## config.mk

```make
export PLATFORM = sky130hd
export DESIGN_NAME = pid_line_follow_steer
export DESIGN_NICKNAME = d
export VERILOG_FILES = /design/src/rtl/plf_pkg.sv /design/src/rtl/plf_front.sv /design/src/rtl/plf_queue.sv /design/src/rtl/plf_back.sv /design/src/rtl/pid_line_follow_steer.sv
export SDC_FILE = /design/constraint.sdc
export NUM_CORES = 2
export LEC_CHECK = 0
export ABC_CLOCK_PERIOD_IN_PS = 22600
export BUFFER_PORTS_ARGS = -buffer_cell sky130_fd_sc_hd__clkbuf_2
export CAP_MARGIN = 15
export CELL_PAD_IN_SITES_DETAIL_PLACEMENT = 1
export CELL_PAD_IN_SITES_GLOBAL_PLACEMENT = 1
export CORE_MARGIN = 4
export CORE_UTILIZATION = 55
export DETAILED_ROUTE_END_ITERATION = 16
export PLACE_DENSITY_LB_ADDON = 0.12
export SLEW_MARGIN = 5
export SYNTH_ARGS = -nofsm -noshare
export SYNTH_HDL_FRONTEND = slang
export SYNTH_HIERARCHICAL = 1
export SYNTH_SLANG_ARGS = --single-unit
```

## constraint.sdc

```tcl
create_clock -name i_clk -period 22.6 [get_ports i_clk]
set_clock_uncertainty 0.2 [all_clocks]
set_input_delay 4.52 -clock i_clk [delete_from_list [all_inputs] [get_ports i_clk]]
set_output_delay 4.52 -clock i_clk [all_outputs]
set_load 0.05 [all_outputs]
```

## src/rtl/plf_pkg.sv

```systemverilog
// shared types and constants for the pid line follower steering block
// no dependencies; imported by every module of the block
`default_nettype none

package plf_pkg;

    // default sizes, handed to the top level parameters
    localparam int SAMPLE_BITS_DEF    = 10;
    localparam int GAIN_FRAC_BITS_DEF = 8;
    localparam int SUM_BITS_DEF       = 16;

    // fixed field widths
    localparam int GAIN_W  = 16;
    localparam int SPEED_W = 8;
    localparam int BLACK_W = 10;
    localparam int ERR_W   = 3;
    localparam int DERIV_W = 4;
    localparam int CAUSE_W = 2;
    localparam int FUNC_W  = 2;
    localparam int ADDR_W  = 3;

    // depth of the queue between front and back, a power of two
    localparam int QUEUE_DEPTH = 4;

    // register reset values
    localparam logic [GAIN_W-1:0]  GAIN_PROP_RST  = 16'd3072;
    localparam logic [GAIN_W-1:0]  GAIN_INT_RST   = 16'd0;
    localparam logic [GAIN_W-1:0]  GAIN_DERIV_RST = 16'd1280;
    localparam logic [SPEED_W-1:0] BASE_LEFT_RST  = 8'd35;
    localparam logic [SPEED_W-1:0] BASE_RIGHT_RST = 8'd32;
    localparam logic [BLACK_W-1:0] BLACK_RST      = 10'd700;

    // register indexes
    localparam logic [ADDR_W-1:0] REG_GAIN_PROP  = 3'd0;
    localparam logic [ADDR_W-1:0] REG_GAIN_INT   = 3'd1;
    localparam logic [ADDR_W-1:0] REG_GAIN_DERIV = 3'd2;
    localparam logic [ADDR_W-1:0] REG_BASE_LEFT  = 3'd3;
    localparam logic [ADDR_W-1:0] REG_BASE_RIGHT = 3'd4;
    localparam logic [ADDR_W-1:0] REG_BLACK      = 3'd5;

    // stop causes
    localparam logic [CAUSE_W-1:0] CAUSE_NONE    = 2'd0;
    localparam logic [CAUSE_W-1:0] CAUSE_NO_LINE = 2'd1;
    localparam logic [CAUSE_W-1:0] CAUSE_LOST    = 2'd2;
    localparam logic [CAUSE_W-1:0] CAUSE_ESTOP   = 2'd3;

    // command codes of an input word; the reserved code changes no state but still yields a word
    typedef enum logic [FUNC_W-1:0] {
        FN_TICK  = 2'd0,
        FN_START = 2'd1,
        FN_ESTOP = 2'd2,
        FN_RSVD  = 2'd3
    } t_func;

    // classified step handed from front to back
    typedef struct packed {
        logic               drive;    // compute speeds from the pid terms
        logic               running;
        logic [CAUSE_W-1:0] cause;
        logic [ERR_W-1:0]   err;      // signed position error
        logic [DERIV_W-1:0] deriv;    // signed error difference
    } t_work;

    localparam int WORK_W = $bits(t_work);

endpackage

`default_nettype wire

```

## src/rtl/plf_front.sv

```systemverilog
// front part: thresholds the samples, maps the pattern to an error and keeps
// run state, error history and the saturating integral; uses plf_pkg
`default_nettype none

module plf_front #(
    parameter int SAMPLE_BITS = plf_pkg::SAMPLE_BITS_DEF,
    parameter int SUM_BITS    = plf_pkg::SUM_BITS_DEF
) (
    input  wire logic                        i_clk,
    input  wire logic                        i_rst_n,
    input  wire logic                        i_valid,
    output logic                             o_ready,
    input  wire logic [plf_pkg::FUNC_W-1:0]  i_func,
    input  wire logic [SAMPLE_BITS-1:0]      i_left_sample,
    input  wire logic [SAMPLE_BITS-1:0]      i_mid_sample,
    input  wire logic [SAMPLE_BITS-1:0]      i_right_sample,
    input  wire logic [plf_pkg::BLACK_W-1:0] i_black_level,
    input  wire logic                        i_full,
    output logic                             o_push,
    output plf_pkg::t_work                   o_work,
    output logic [SUM_BITS-1:0]              o_sum
);
    import plf_pkg::*;

    localparam int CMP_W = (SAMPLE_BITS > BLACK_W) ? SAMPLE_BITS : BLACK_W;
    localparam logic signed [SUM_BITS:0] SUM_MAX = (SUM_BITS+1)'((64'd1 << (SUM_BITS-1)) - 1);
    localparam logic signed [SUM_BITS:0] SUM_MIN = -SUM_MAX;

    logic                      r_run;
    logic [ERR_W-1:0]          r_prev;
    logic [SUM_BITS-1:0]       r_sum;
    logic                      n_run;
    logic [ERR_W-1:0]          n_prev;
    logic [SUM_BITS-1:0]       n_sum;

    logic                      w_bl;
    logic                      w_bm;
    logic                      w_br;
    logic [2:0]                w_pat;
    logic                      w_lost;
    logic [ERR_W-1:0]          w_err;
    logic signed [SUM_BITS:0]  w_sum_ext;
    logic [DERIV_W-1:0]        w_deriv;
    t_work                     w_work;

    assign o_ready = !i_full;
    assign o_push  = i_valid && !i_full;

    // black decisions and pattern
    always_comb begin
        w_bl  = CMP_W'(i_left_sample)  > CMP_W'(i_black_level);
        w_bm  = CMP_W'(i_mid_sample)   > CMP_W'(i_black_level);
        w_br  = CMP_W'(i_right_sample) > CMP_W'(i_black_level);
        w_pat = {w_bl, w_bm, w_br};
    end

    // pattern to error; ambiguous patterns keep the previous error
    always_comb begin
        w_lost = 1'b0;
        case (w_pat)
            3'b100:  w_err = 3'b110;
            3'b110:  w_err = 3'b111;
            3'b010:  w_err = 3'b000;
            3'b011:  w_err = 3'b001;
            3'b001:  w_err = 3'b010;
            3'b000: begin
                w_err  = 3'b000;
                w_lost = 1'b1;
            end
            default: w_err = r_prev;
        endcase
    end

    // integral step with saturation, and difference
    always_comb begin
        w_sum_ext = $signed({r_sum[SUM_BITS-1], r_sum})
                  + (SUM_BITS+1)'($signed(w_err));
        if (w_sum_ext > SUM_MAX) begin
            w_sum_ext = SUM_MAX;
        end else if (w_sum_ext < SUM_MIN) begin
            w_sum_ext = SUM_MIN;
        end
        w_deriv = DERIV_W'($signed(w_err)) - DERIV_W'($signed(r_prev));
    end

    // command decode, next state and step record
    always_comb begin
        n_run  = r_run;
        n_prev = r_prev;
        n_sum  = r_sum;
        w_work = '0;
        case (t_func'(i_func))
            FN_START: begin
                n_prev         = '0;
                n_sum          = '0;
                n_run          = w_bm;
                w_work.running = w_bm;
                w_work.cause   = w_bm ? CAUSE_NONE : CAUSE_NO_LINE;
            end
            FN_ESTOP: begin
                n_run        = 1'b0;
                w_work.cause = CAUSE_ESTOP;
            end
            FN_RSVD: begin
                w_work.running = r_run;
                w_work.err     = r_prev;
            end
            FN_TICK: begin
                if (r_run && w_lost) begin
                    n_run        = 1'b0;
                    w_work.cause = CAUSE_LOST;
                end else if (r_run) begin
                    n_prev         = w_err;
                    n_sum          = w_sum_ext[SUM_BITS-1:0];
                    w_work.drive   = 1'b1;
                    w_work.running = 1'b1;
                    w_work.err     = w_err;
                    w_work.deriv   = w_deriv;
                end
            end
            default: begin
                w_work = '0;
            end
        endcase
    end

    assign o_work = w_work;
    assign o_sum  = n_sum;

    // state update on each accepted word
    always_ff @(posedge i_clk) begin
        if (!i_rst_n) begin
            r_run  <= 1'b0;
            r_prev <= '0;
            r_sum  <= '0;
        end else if (o_push) begin
            r_run  <= n_run;
            r_prev <= n_prev;
            r_sum  <= n_sum;
        end
    end

endmodule

`default_nettype wire

```

## src/rtl/plf_queue.sv

```systemverilog
// short register queue between front and back
// uses plf_pkg for the depth
`default_nettype none

module plf_queue #(
    parameter int WIDTH = 8
) (
    input  wire logic             i_clk,
    input  wire logic             i_rst_n,
    input  wire logic             i_push,
    input  wire logic [WIDTH-1:0] i_data,
    output logic                  o_full,
    input  wire logic             i_pop,
    output logic                  o_valid,
    output logic [WIDTH-1:0]      o_data
);
    import plf_pkg::*;

    localparam int PTR_W = $clog2(QUEUE_DEPTH);

    logic [WIDTH-1:0] r_mem [QUEUE_DEPTH];
    logic [PTR_W-1:0] r_wr_ptr;
    logic [PTR_W-1:0] r_rd_ptr;
    logic [PTR_W:0]   r_count;
    logic [PTR_W:0]   n_count;
    logic             w_pop;

    assign o_full  = (r_count == (PTR_W+1)'(QUEUE_DEPTH));
    assign o_valid = (r_count != '0);
    assign o_data  = r_mem[r_rd_ptr];
    assign w_pop   = i_pop && o_valid;

    // occupancy
    always_comb begin
        n_count = r_count;
        if (i_push && !w_pop) begin
            n_count = r_count + 1'b1;
        end else if (w_pop && !i_push) begin
            n_count = r_count - 1'b1;
        end
    end

    // pointers and count
    always_ff @(posedge i_clk) begin
        if (!i_rst_n) begin
            r_wr_ptr <= '0;
            r_rd_ptr <= '0;
            r_count  <= '0;
        end else begin
            r_count <= n_count;
            if (i_push) begin
                r_wr_ptr <= r_wr_ptr + 1'b1;
            end
            if (w_pop) begin
                r_rd_ptr <= r_rd_ptr + 1'b1;
            end
        end
    end

    // storage
    always_ff @(posedge i_clk) begin
        if (i_push) begin
            r_mem[r_wr_ptr] <= i_data;
        end
    end

endmodule

`default_nettype wire

```

## src/rtl/plf_back.sv

```systemverilog
// back part: pid products, then wheel sums, truncation and clamp into the
// output register; uses plf_pkg
`default_nettype none

module plf_back #(
    parameter int GAIN_FRAC_BITS = plf_pkg::GAIN_FRAC_BITS_DEF,
    parameter int SUM_BITS       = plf_pkg::SUM_BITS_DEF
) (
    input  wire logic                        i_clk,
    input  wire logic                        i_rst_n,
    input  wire logic                        i_valid,
    output logic                             o_pop,
    input  wire plf_pkg::t_work              i_work,
    input  wire logic [SUM_BITS-1:0]         i_sum,
    input  wire logic [plf_pkg::GAIN_W-1:0]  i_gain_prop,
    input  wire logic [plf_pkg::GAIN_W-1:0]  i_gain_int,
    input  wire logic [plf_pkg::GAIN_W-1:0]  i_gain_deriv,
    input  wire logic [plf_pkg::SPEED_W-1:0] i_base_left,
    input  wire logic [plf_pkg::SPEED_W-1:0] i_base_right,
    output logic                             o_valid,
    input  wire logic                        i_ready,
    output logic [plf_pkg::SPEED_W-1:0]      o_left_speed,
    output logic [plf_pkg::SPEED_W-1:0]      o_right_speed,
    output logic                             o_running,
    output logic [plf_pkg::CAUSE_W-1:0]      o_stop_cause,
    output logic [plf_pkg::ERR_W-1:0]        o_error_level
);
    import plf_pkg::*;

    localparam int PP_W = GAIN_W + ERR_W;
    localparam int PI_W = GAIN_W + SUM_BITS;
    localparam int PD_W = GAIN_W + DERIV_W;
    localparam int CW   = GAIN_W + SUM_BITS + 3;

    // product stage
    logic                     r_s1_valid;
    t_work                    r_s1_work;
    logic signed [PP_W-1:0]   r_p_prop;
    logic signed [PI_W-1:0]   r_p_int;
    logic signed [PD_W-1:0]   r_p_deriv;
    logic                     w_s1_ready;

    // output stage
    logic                     r_out_valid;
    logic [SPEED_W-1:0]       r_left;
    logic [SPEED_W-1:0]       r_right;
    logic                     r_running;
    logic [CAUSE_W-1:0]       r_cause;
    logic [ERR_W-1:0]         r_err;
    logic                     w_out_ready;

    logic signed [CW-1:0]     w_corr;
    logic signed [CW-1:0]     w_fl;
    logic signed [CW-1:0]     w_fr;
    logic signed [CW-1:0]     w_ql;
    logic signed [CW-1:0]     w_qr;
    logic [SPEED_W-1:0]       w_left;
    logic [SPEED_W-1:0]       w_right;

    assign w_out_ready = !r_out_valid || i_ready;
    assign w_s1_ready  = !r_s1_valid || w_out_ready;
    assign o_pop       = w_s1_ready;

    // multipliers, one per term
    always_ff @(posedge i_clk) begin
        if (i_valid && w_s1_ready) begin
            r_s1_work <= i_work;
            r_p_prop  <= $signed(i_gain_prop) * $signed(i_work.err);
            r_p_int   <= $signed(i_gain_int) * $signed(i_sum);
            r_p_deriv <= $signed(i_gain_deriv) * $signed(i_work.deriv);
        end
    end

    // correction, wheel sums and shift toward zero for positive sums
    always_comb begin
        w_corr = CW'(r_p_prop) + CW'(r_p_int) + CW'(r_p_deriv);
        w_fl   = (CW'($signed({1'b0, i_base_left})) <<< GAIN_FRAC_BITS) + w_corr;
        w_fr   = (CW'($signed({1'b0, i_base_right})) <<< GAIN_FRAC_BITS) - w_corr;
        w_ql   = w_fl >>> GAIN_FRAC_BITS;
        w_qr   = w_fr >>> GAIN_FRAC_BITS;
    end

    // clamp to the speed range
    always_comb begin
        if (!r_s1_work.drive || w_fl[CW-1] || (w_fl == '0)) begin
            w_left = '0;
        end else if (w_ql[CW-1:SPEED_W] != '0) begin
            w_left = '1;
        end else begin
            w_left = w_ql[SPEED_W-1:0];
        end
        if (!r_s1_work.drive || w_fr[CW-1] || (w_fr == '0)) begin
            w_right = '0;
        end else if (w_qr[CW-1:SPEED_W] != '0) begin
            w_right = '1;
        end else begin
            w_right = w_qr[SPEED_W-1:0];
        end
    end

    // output register payload
    always_ff @(posedge i_clk) begin
        if (r_s1_valid && w_out_ready) begin
            r_left    <= w_left;
            r_right   <= w_right;
            r_running <= r_s1_work.running;
            r_cause   <= r_s1_work.cause;
            r_err     <= r_s1_work.err;
        end
    end

    // stage valids
    always_ff @(posedge i_clk) begin
        if (!i_rst_n) begin
            r_s1_valid  <= 1'b0;
            r_out_valid <= 1'b0;
        end else begin
            if (w_s1_ready) begin
                r_s1_valid <= i_valid;
            end
            if (w_out_ready) begin
                r_out_valid <= r_s1_valid;
            end
        end
    end

    assign o_valid       = r_out_valid;
    assign o_left_speed  = r_left;
    assign o_right_speed = r_right;
    assign o_running     = r_running;
    assign o_stop_cause  = r_cause;
    assign o_error_level = r_err;

endmodule

`default_nettype wire

```

## src/rtl/pid_line_follow_steer.sv

```systemverilog
// pid line follower steering, top level: configuration registers, front,
// queue and back; uses plf_pkg, plf_front, plf_queue, plf_back
// path: an input word passes the queue, the product register and the output register
// throughput: one word per cycle while the queue is not full, set by the state update in front
// reset: synchronous active low; run stopped, history and integral cleared,
// registers back to their defaults, queue and pipeline emptied
`default_nettype none

module pid_line_follow_steer #(
    parameter int SAMPLE_BITS    = plf_pkg::SAMPLE_BITS_DEF,
    parameter int GAIN_FRAC_BITS = plf_pkg::GAIN_FRAC_BITS_DEF,
    parameter int SUM_BITS       = plf_pkg::SUM_BITS_DEF
) (
    input  wire logic                                  i_clk,
    input  wire logic                                  i_rst_n,
    // input stream
    input  wire logic                                  s_axis_tvalid,
    output logic                                       s_axis_tready,
    // tdata: left_sample, mid_sample, right_sample, zero fill
    input  wire logic [((3*SAMPLE_BITS+7)/8)*8-1:0]    s_axis_tdata,
    // tuser: func
    input  wire logic [plf_pkg::FUNC_W-1:0]            s_axis_tuser,
    // output stream
    output logic                                       m_axis_tvalid,
    input  wire logic                                  m_axis_tready,
    // tdata: left_speed, right_speed, running, stop_cause, error_level, zero fill
    output logic [23:0]                                m_axis_tdata,
    // configuration writes
    input  wire logic                                  i_cfg_we,
    input  wire logic [plf_pkg::ADDR_W-1:0]            i_cfg_addr,
    input  wire logic [plf_pkg::GAIN_W-1:0]            i_cfg_data
);
    import plf_pkg::*;

    localparam int QW = WORK_W + SUM_BITS;

    logic [GAIN_W-1:0]  r_gain_prop;
    logic [GAIN_W-1:0]  r_gain_int;
    logic [GAIN_W-1:0]  r_gain_deriv;
    logic [SPEED_W-1:0] r_base_left;
    logic [SPEED_W-1:0] r_base_right;
    logic [BLACK_W-1:0] r_black;

    logic               w_full;
    logic               w_push;
    t_work              w_front_work;
    logic [SUM_BITS-1:0] w_front_sum;
    logic               w_q_valid;
    logic [QW-1:0]      w_q_data;
    logic               w_pop;
    logic [SPEED_W-1:0] w_left_speed;
    logic [SPEED_W-1:0] w_right_speed;
    logic               w_running;
    logic [CAUSE_W-1:0] w_cause;
    logic [ERR_W-1:0]   w_err;

    // configuration registers
    always_ff @(posedge i_clk) begin
        if (!i_rst_n) begin
            r_gain_prop  <= GAIN_PROP_RST;
            r_gain_int   <= GAIN_INT_RST;
            r_gain_deriv <= GAIN_DERIV_RST;
            r_base_left  <= BASE_LEFT_RST;
            r_base_right <= BASE_RIGHT_RST;
            r_black      <= BLACK_RST;
        end else if (i_cfg_we) begin
            case (i_cfg_addr)
                REG_GAIN_PROP:  r_gain_prop  <= i_cfg_data;
                REG_GAIN_INT:   r_gain_int   <= i_cfg_data;
                REG_GAIN_DERIV: r_gain_deriv <= i_cfg_data;
                REG_BASE_LEFT:  r_base_left  <= i_cfg_data[SPEED_W-1:0];
                REG_BASE_RIGHT: r_base_right <= i_cfg_data[SPEED_W-1:0];
                REG_BLACK:      r_black      <= i_cfg_data[BLACK_W-1:0];
                default: begin
                end
            endcase
        end
    end

    // front: classification and state
    plf_front #(
        .SAMPLE_BITS (SAMPLE_BITS),
        .SUM_BITS    (SUM_BITS)
    ) u_front (
        .i_clk          (i_clk),
        .i_rst_n        (i_rst_n),
        .i_valid        (s_axis_tvalid),
        .o_ready        (s_axis_tready),
        .i_func         (s_axis_tuser),
        .i_left_sample  (s_axis_tdata[SAMPLE_BITS-1:0]),
        .i_mid_sample   (s_axis_tdata[2*SAMPLE_BITS-1:SAMPLE_BITS]),
        .i_right_sample (s_axis_tdata[3*SAMPLE_BITS-1:2*SAMPLE_BITS]),
        .i_black_level  (r_black),
        .i_full         (w_full),
        .o_push         (w_push),
        .o_work         (w_front_work),
        .o_sum          (w_front_sum)
    );

    // queue between the two parts
    plf_queue #(
        .WIDTH (QW)
    ) u_queue (
        .i_clk   (i_clk),
        .i_rst_n (i_rst_n),
        .i_push  (w_push),
        .i_data  ({w_front_sum, w_front_work}),
        .o_full  (w_full),
        .i_pop   (w_pop),
        .o_valid (w_q_valid),
        .o_data  (w_q_data)
    );

    // back: products, sums and clamp
    plf_back #(
        .GAIN_FRAC_BITS (GAIN_FRAC_BITS),
        .SUM_BITS       (SUM_BITS)
    ) u_back (
        .i_clk         (i_clk),
        .i_rst_n       (i_rst_n),
        .i_valid       (w_q_valid),
        .o_pop         (w_pop),
        .i_work        (t_work'(w_q_data[WORK_W-1:0])),
        .i_sum         (w_q_data[QW-1:WORK_W]),
        .i_gain_prop   (r_gain_prop),
        .i_gain_int    (r_gain_int),
        .i_gain_deriv  (r_gain_deriv),
        .i_base_left   (r_base_left),
        .i_base_right  (r_base_right),
        .o_valid       (m_axis_tvalid),
        .i_ready       (m_axis_tready),
        .o_left_speed  (w_left_speed),
        .o_right_speed (w_right_speed),
        .o_running     (w_running),
        .o_stop_cause  (w_cause),
        .o_error_level (w_err)
    );

    // output word packing
    assign m_axis_tdata = {2'b00, w_err, w_cause, w_running, w_right_speed, w_left_speed};

endmodule

`default_nettype wire
```

==> summary.log <==
[critical_path] type of the setup path with the least slack in2reg
[synthesis] Yosys cell types 129
[synthesis] sequential share of the synthesized area 26.40%
[critical_path] arrival time of the worst setup path 9.50 ns
[synthesis] top area cells in the synthesized netlist sky130_fd_sc_hd__fa_1 22%, sky130_fd_sc_hd__edfxtp_1 20%, sky130_fd_sc_hd__ha_1 10%, sky130_fd_sc_hd__dfxtp_1 6.6%, sky130_fd_sc_hd__inv_1 5.9%
[floorplan] die extent in x 247.8 um
[final_layout] number of fill cells 6282
[timing] actual slew at the worst max-slew pin 1.221 ns
[clock_network] H-Tree Level Count 2
[synthesis] async set-reset flop share out of synthesis 0%
[synthesis] library cell with the largest summed area after synthesis sky130_fd_sc_hd__fa_1
[clock_network] clock transition at the registers of the reported paths 0.06 ns
[global_routing] Overflow after GRT 0
[place] placed wire-length estimate after detailed placement 67400 um
[clock_network] Post-CTS Repair Setup Buffers 0
[synthesis] total number of yosys warnings 6
[timing] Final Cycle Share 41.81%
[timing] Final min period 9.450 ns
[timing] Highest Clock Rate 105.8 MHz
[global_routing] maximum number of pins on one net before global-route repair 70
[floorplan] full die area 0.06140 mm2
[timing] setup repair after global routing missed its margin no
[global_routing] first-pass GRT wire length 140200 um
[synthesis] synthesized area 0.03163 mm2
[route] detailed-route wire length 86400 um
[floorplan] Die Height 247.8 um
[synthesis] average cell area after synthesis 10.07 um2
[timing] Setup violations, final 0
[route] met3 wire length 2959 um
[route] met1 wire length 34570 um
[clock_network] Clock Latency Late Sink 0.57 ns
[timing] Slew Limit Fails 0
[run] Max Cap Violations 0
[place] total placed cells including tap cells 3882
[timing] Relative slew margins 18.41%
[synthesis] Yosys top cell area share 22.09%
[clock_network] Post-CTS Resized 0
[floorplan] Core Box Area 0.05660 mm2
[synthesis] number of instances in the synthesized netlist 3140
[clock_network] Root Buffer sky130_fd_sc_hd__clkbuf_16
[critical_path] type of element capturing the critical path flop
[route] DRC violation total after the first TritonRoute iteration 1195
[route] number of nets with antenna violations after detailed routing 0
[route] Routed wire per std cell 21.86 um
[synthesis] number of flops mapped to enable cells by yosys 208
[route] total via count after detailed routing 22990
[synthesis] number of synthesized register bits 313
[run_status] outcome completed
[synthesis] most numerous cell in the Yosys netlist sky130_fd_sc_hd__inv_1
[critical_path] required time at the worst-slack endpoint 22.65 ns
[global_routing] antenna violations before repair 2
[place] buffers added on ports 79
[clock_network] number of buffers created by CTS 38
[clock_network] Hold Buf Count CTS 0
[critical_path] delay of the slowest cell on the worst path 0.83 ns
[final_layout] number of standard cells in the final layout excluding fillers 3953
[global_routing] total routing usage reported by global routing 29.01%
[critical_path] Setup crit start kind primary input
[critical_path] cell breakdown of the critical path clkbuf_2, ha_1, nor2b_1, o21a_1, o21ai_0, a221o_1, a41o_1, nor2_1, a21oi_1, ha_1, a211oi_1, o21bai_2, a31oi_2, o211ai_2, xnor2_1, and2_1, o211ai_1, nand2_1, a21oi_1
[synthesis] top cell types by occurrence after synthesis 499 x sky130_fd_sc_hd__inv_1, 361 x sky130_fd_sc_hd__nand2_1, 349 x sky130_fd_sc_hd__fa_1
[route] drc violations 0
[synthesis] commonest register cell after synthesis sky130_fd_sc_hd__edfxtp_1
[final_layout] number of nets in the layout 3830
[clock_network] TritonCTS clock tree yes
[route] first drt pass iteration count 5
[worst_hold_path] worst hold path class reg2reg
[final_layout] layout overhead on the synthesized area 6.888%
[route] via count normalized by instance count 5.815
[route] max layer used met4
[route] Routed met2 length 45490 um
[floorplan] Initial Util 55.87%
[timing] Sum Neg Setup Slack 0 ns
[critical_path] Worst path top cell family by delay compound AO/OA/AOI/OAI gates
[final_layout] fraction of layout cells with a size suffix above 1 8.260%
[critical_path] slowest stage cell, crit path sky130_fd_sc_hd__xnor2_1
[floorplan] floorplan row count 87
[floorplan] I/O pin total 84
[clock_network] total number of clock tree sinks 313
[clock_network] Max Buffers Root-to-Sink 3
[global_routing] via count of the first global-routing pass 26020
[critical_path] critical-path maximum fanout 12
[place] Final GP Congestion 0.8491
[critical_path] CP Buf/Inv Count 1
[timing] number of hold violations in the final report 0
==> worst register-to-register path, cell delays in order, from the launching register on <==
cell	delay, ns
sky130_fd_sc_hd__dfxtp_2	0.31
sky130_fd_sc_hd__buf_4	0.42
sky130_fd_sc_hd__mux4_1	0.99
sky130_fd_sc_hd__and2_1	0.32
sky130_fd_sc_hd__fa_1	0.55
sky130_fd_sc_hd__inv_1	0.08
sky130_fd_sc_hd__fa_1	0.58
sky130_fd_sc_hd__fa_1	0.47
sky130_fd_sc_hd__fa_1	0.51
sky130_fd_sc_hd__inv_1	0.06
sky130_fd_sc_hd__fa_1	0.53
sky130_fd_sc_hd__inv_1	0.05
sky130_fd_sc_hd__fa_1	0.54
sky130_fd_sc_hd__inv_1	0.05
sky130_fd_sc_hd__ha_1	0.36
sky130_fd_sc_hd__a21oi_1	0.26
sky130_fd_sc_hd__nor2_1	0.08
sky130_fd_sc_hd__a21oi_1	0.13
sky130_fd_sc_hd__o31ai_1	0.15
sky130_fd_sc_hd__o41a_1	0.46
sky130_fd_sc_hd__a311o_1	0.35
sky130_fd_sc_hd__a41o_1	0.30
sky130_fd_sc_hd__o41a_1	0.36
sky130_fd_sc_hd__a21o_1	0.19
sky130_fd_sc_hd__a21oi_1	0.17
sky130_fd_sc_hd__xnor2_1	0.30
==> through the flow <==
| step | util (%) | worst slack, ns | area (um2) | hold WS, ns |
|---|---|---|---|---|
| after floorplan | - | 13.65 | 31630 | 0.2003 |
| after global placement | 57.45 | 12.90 | 32520 | 0.2026 |
| after detailed placement | 57.47 | 12.61 | 32530 | 0.2063 |
| after CTS | 59.72 | 13.25 | 33800 | 0.2214 |
| after global routing | 59.72 | 12.90 | 33800 | 0.2472 |
| final | 59.72 | 13.15 | 33800 | 0.2201 |
==> layout make-up <==
| class | count | area, um2 | share of cell area (%) |
|---|---|---|---|
| diodes | 1 | 2.502 | 0.007402 |
| flip-flops and latches | 313 | 8349 | 24.70 |
| well taps | 756 | 945.9 | 2.798 |
| clock inverters | 21 | 225.2 | 0.6662 |
| repair buffers | 92 | 503.0 | 1.488 |
| multi-input cells | 2221 | 20860 | 61.70 |
| clock buffers | 49 | 1045 | 3.091 |
| inverters | 500 | 1877 | 5.552 |
==> state kept, by name, indices dropped and copies added (netlist names), 3 cells and up, named ones only <==
name / flops
r_base_left: 8
r_base_right: 8
r_black: 10
r_gain_deriv: 16
r_gain_int: 16
r_gain_prop: 16
u_back/o_error_level: 3
u_back/o_left_speed: 8
u_back/o_right_speed: 8
u_back/r_p_deriv: 20
u_back/r_p_int: 32
u_back/r_p_prop: 19
u_back/r_s1_work: 7
u_front/r_prev: 3
u_front/r_sum: 16
u_queue/r_count: 3
u_queue/r_mem: 108
==> kinds of logic after synthesis <==
group	count (synthesis)	share of synthesized area (%)
AND/OR/NAND/NOR	901	14.40
adder cells (fa/ha/maj)	611	32.43
buffers and inverters	607	7.730
AO/OA/AOI/OAI	474	10.86
flip-flops	313	26.40
XOR/XNOR	121	3.458
multiplexers	112	4.708
other	1	0.01186
==> metal layers <==
metal | up-vias | GRT usage [%]
met5 | - | 0
met4 | 0 | 10.42
met3 | 179 | 3.468
met2 | 486 | 53.62
met1 | 11850 | 34.85
li1 | 10480 | -
==> layout by cell type (no fill, tap or decap), types with 45 or more instances in the layout <==
cell	synthesis	routed
sky130_fd_sc_hd__fa_1	349	349
sky130_fd_sc_hd__dfxtp_1	105	104
sky130_fd_sc_hd__a21oi_1	110	110
sky130_fd_sc_hd__nor2b_1	46	45
sky130_fd_sc_hd__a21o_1	45	45
sky130_fd_sc_hd__nand2b_1	49	49
sky130_fd_sc_hd__edfxtp_1	208	208
sky130_fd_sc_hd__clkbuf_2	0	78
sky130_fd_sc_hd__o21ai_0	75	75
sky130_fd_sc_hd__and2_1	159	158
sky130_fd_sc_hd__nor2_1	126	126
sky130_fd_sc_hd__ha_1	257	257
sky130_fd_sc_hd__xnor2_1	83	83
sky130_fd_sc_hd__nand2_1	361	361
sky130_fd_sc_hd__inv_1	499	499
sky130_fd_sc_hd__mux2i_1	82	82
==> path summary, 6_finish.rpt <==
kind                            endpoint                start  slack, ns  depth (start not counted)
setup / recovery    u_queue/r_mem[1][13]      s_axis_tdata[1]      13.15                         19
hold / removal    u_back/o_stop_cause[1]  u_back/r_s1_work[8]       0.22                          0
setup reg to reg      u_back/r_p_int[30]                 flop      13.56                         25
hold reg to reg   u_back/o_stop_cause[1]  u_back/r_s1_work[8]       0.22                          0
Power is not shown: default switching activity piles up to over one toggle a cycle in this logic, so the estimate is an artifact.
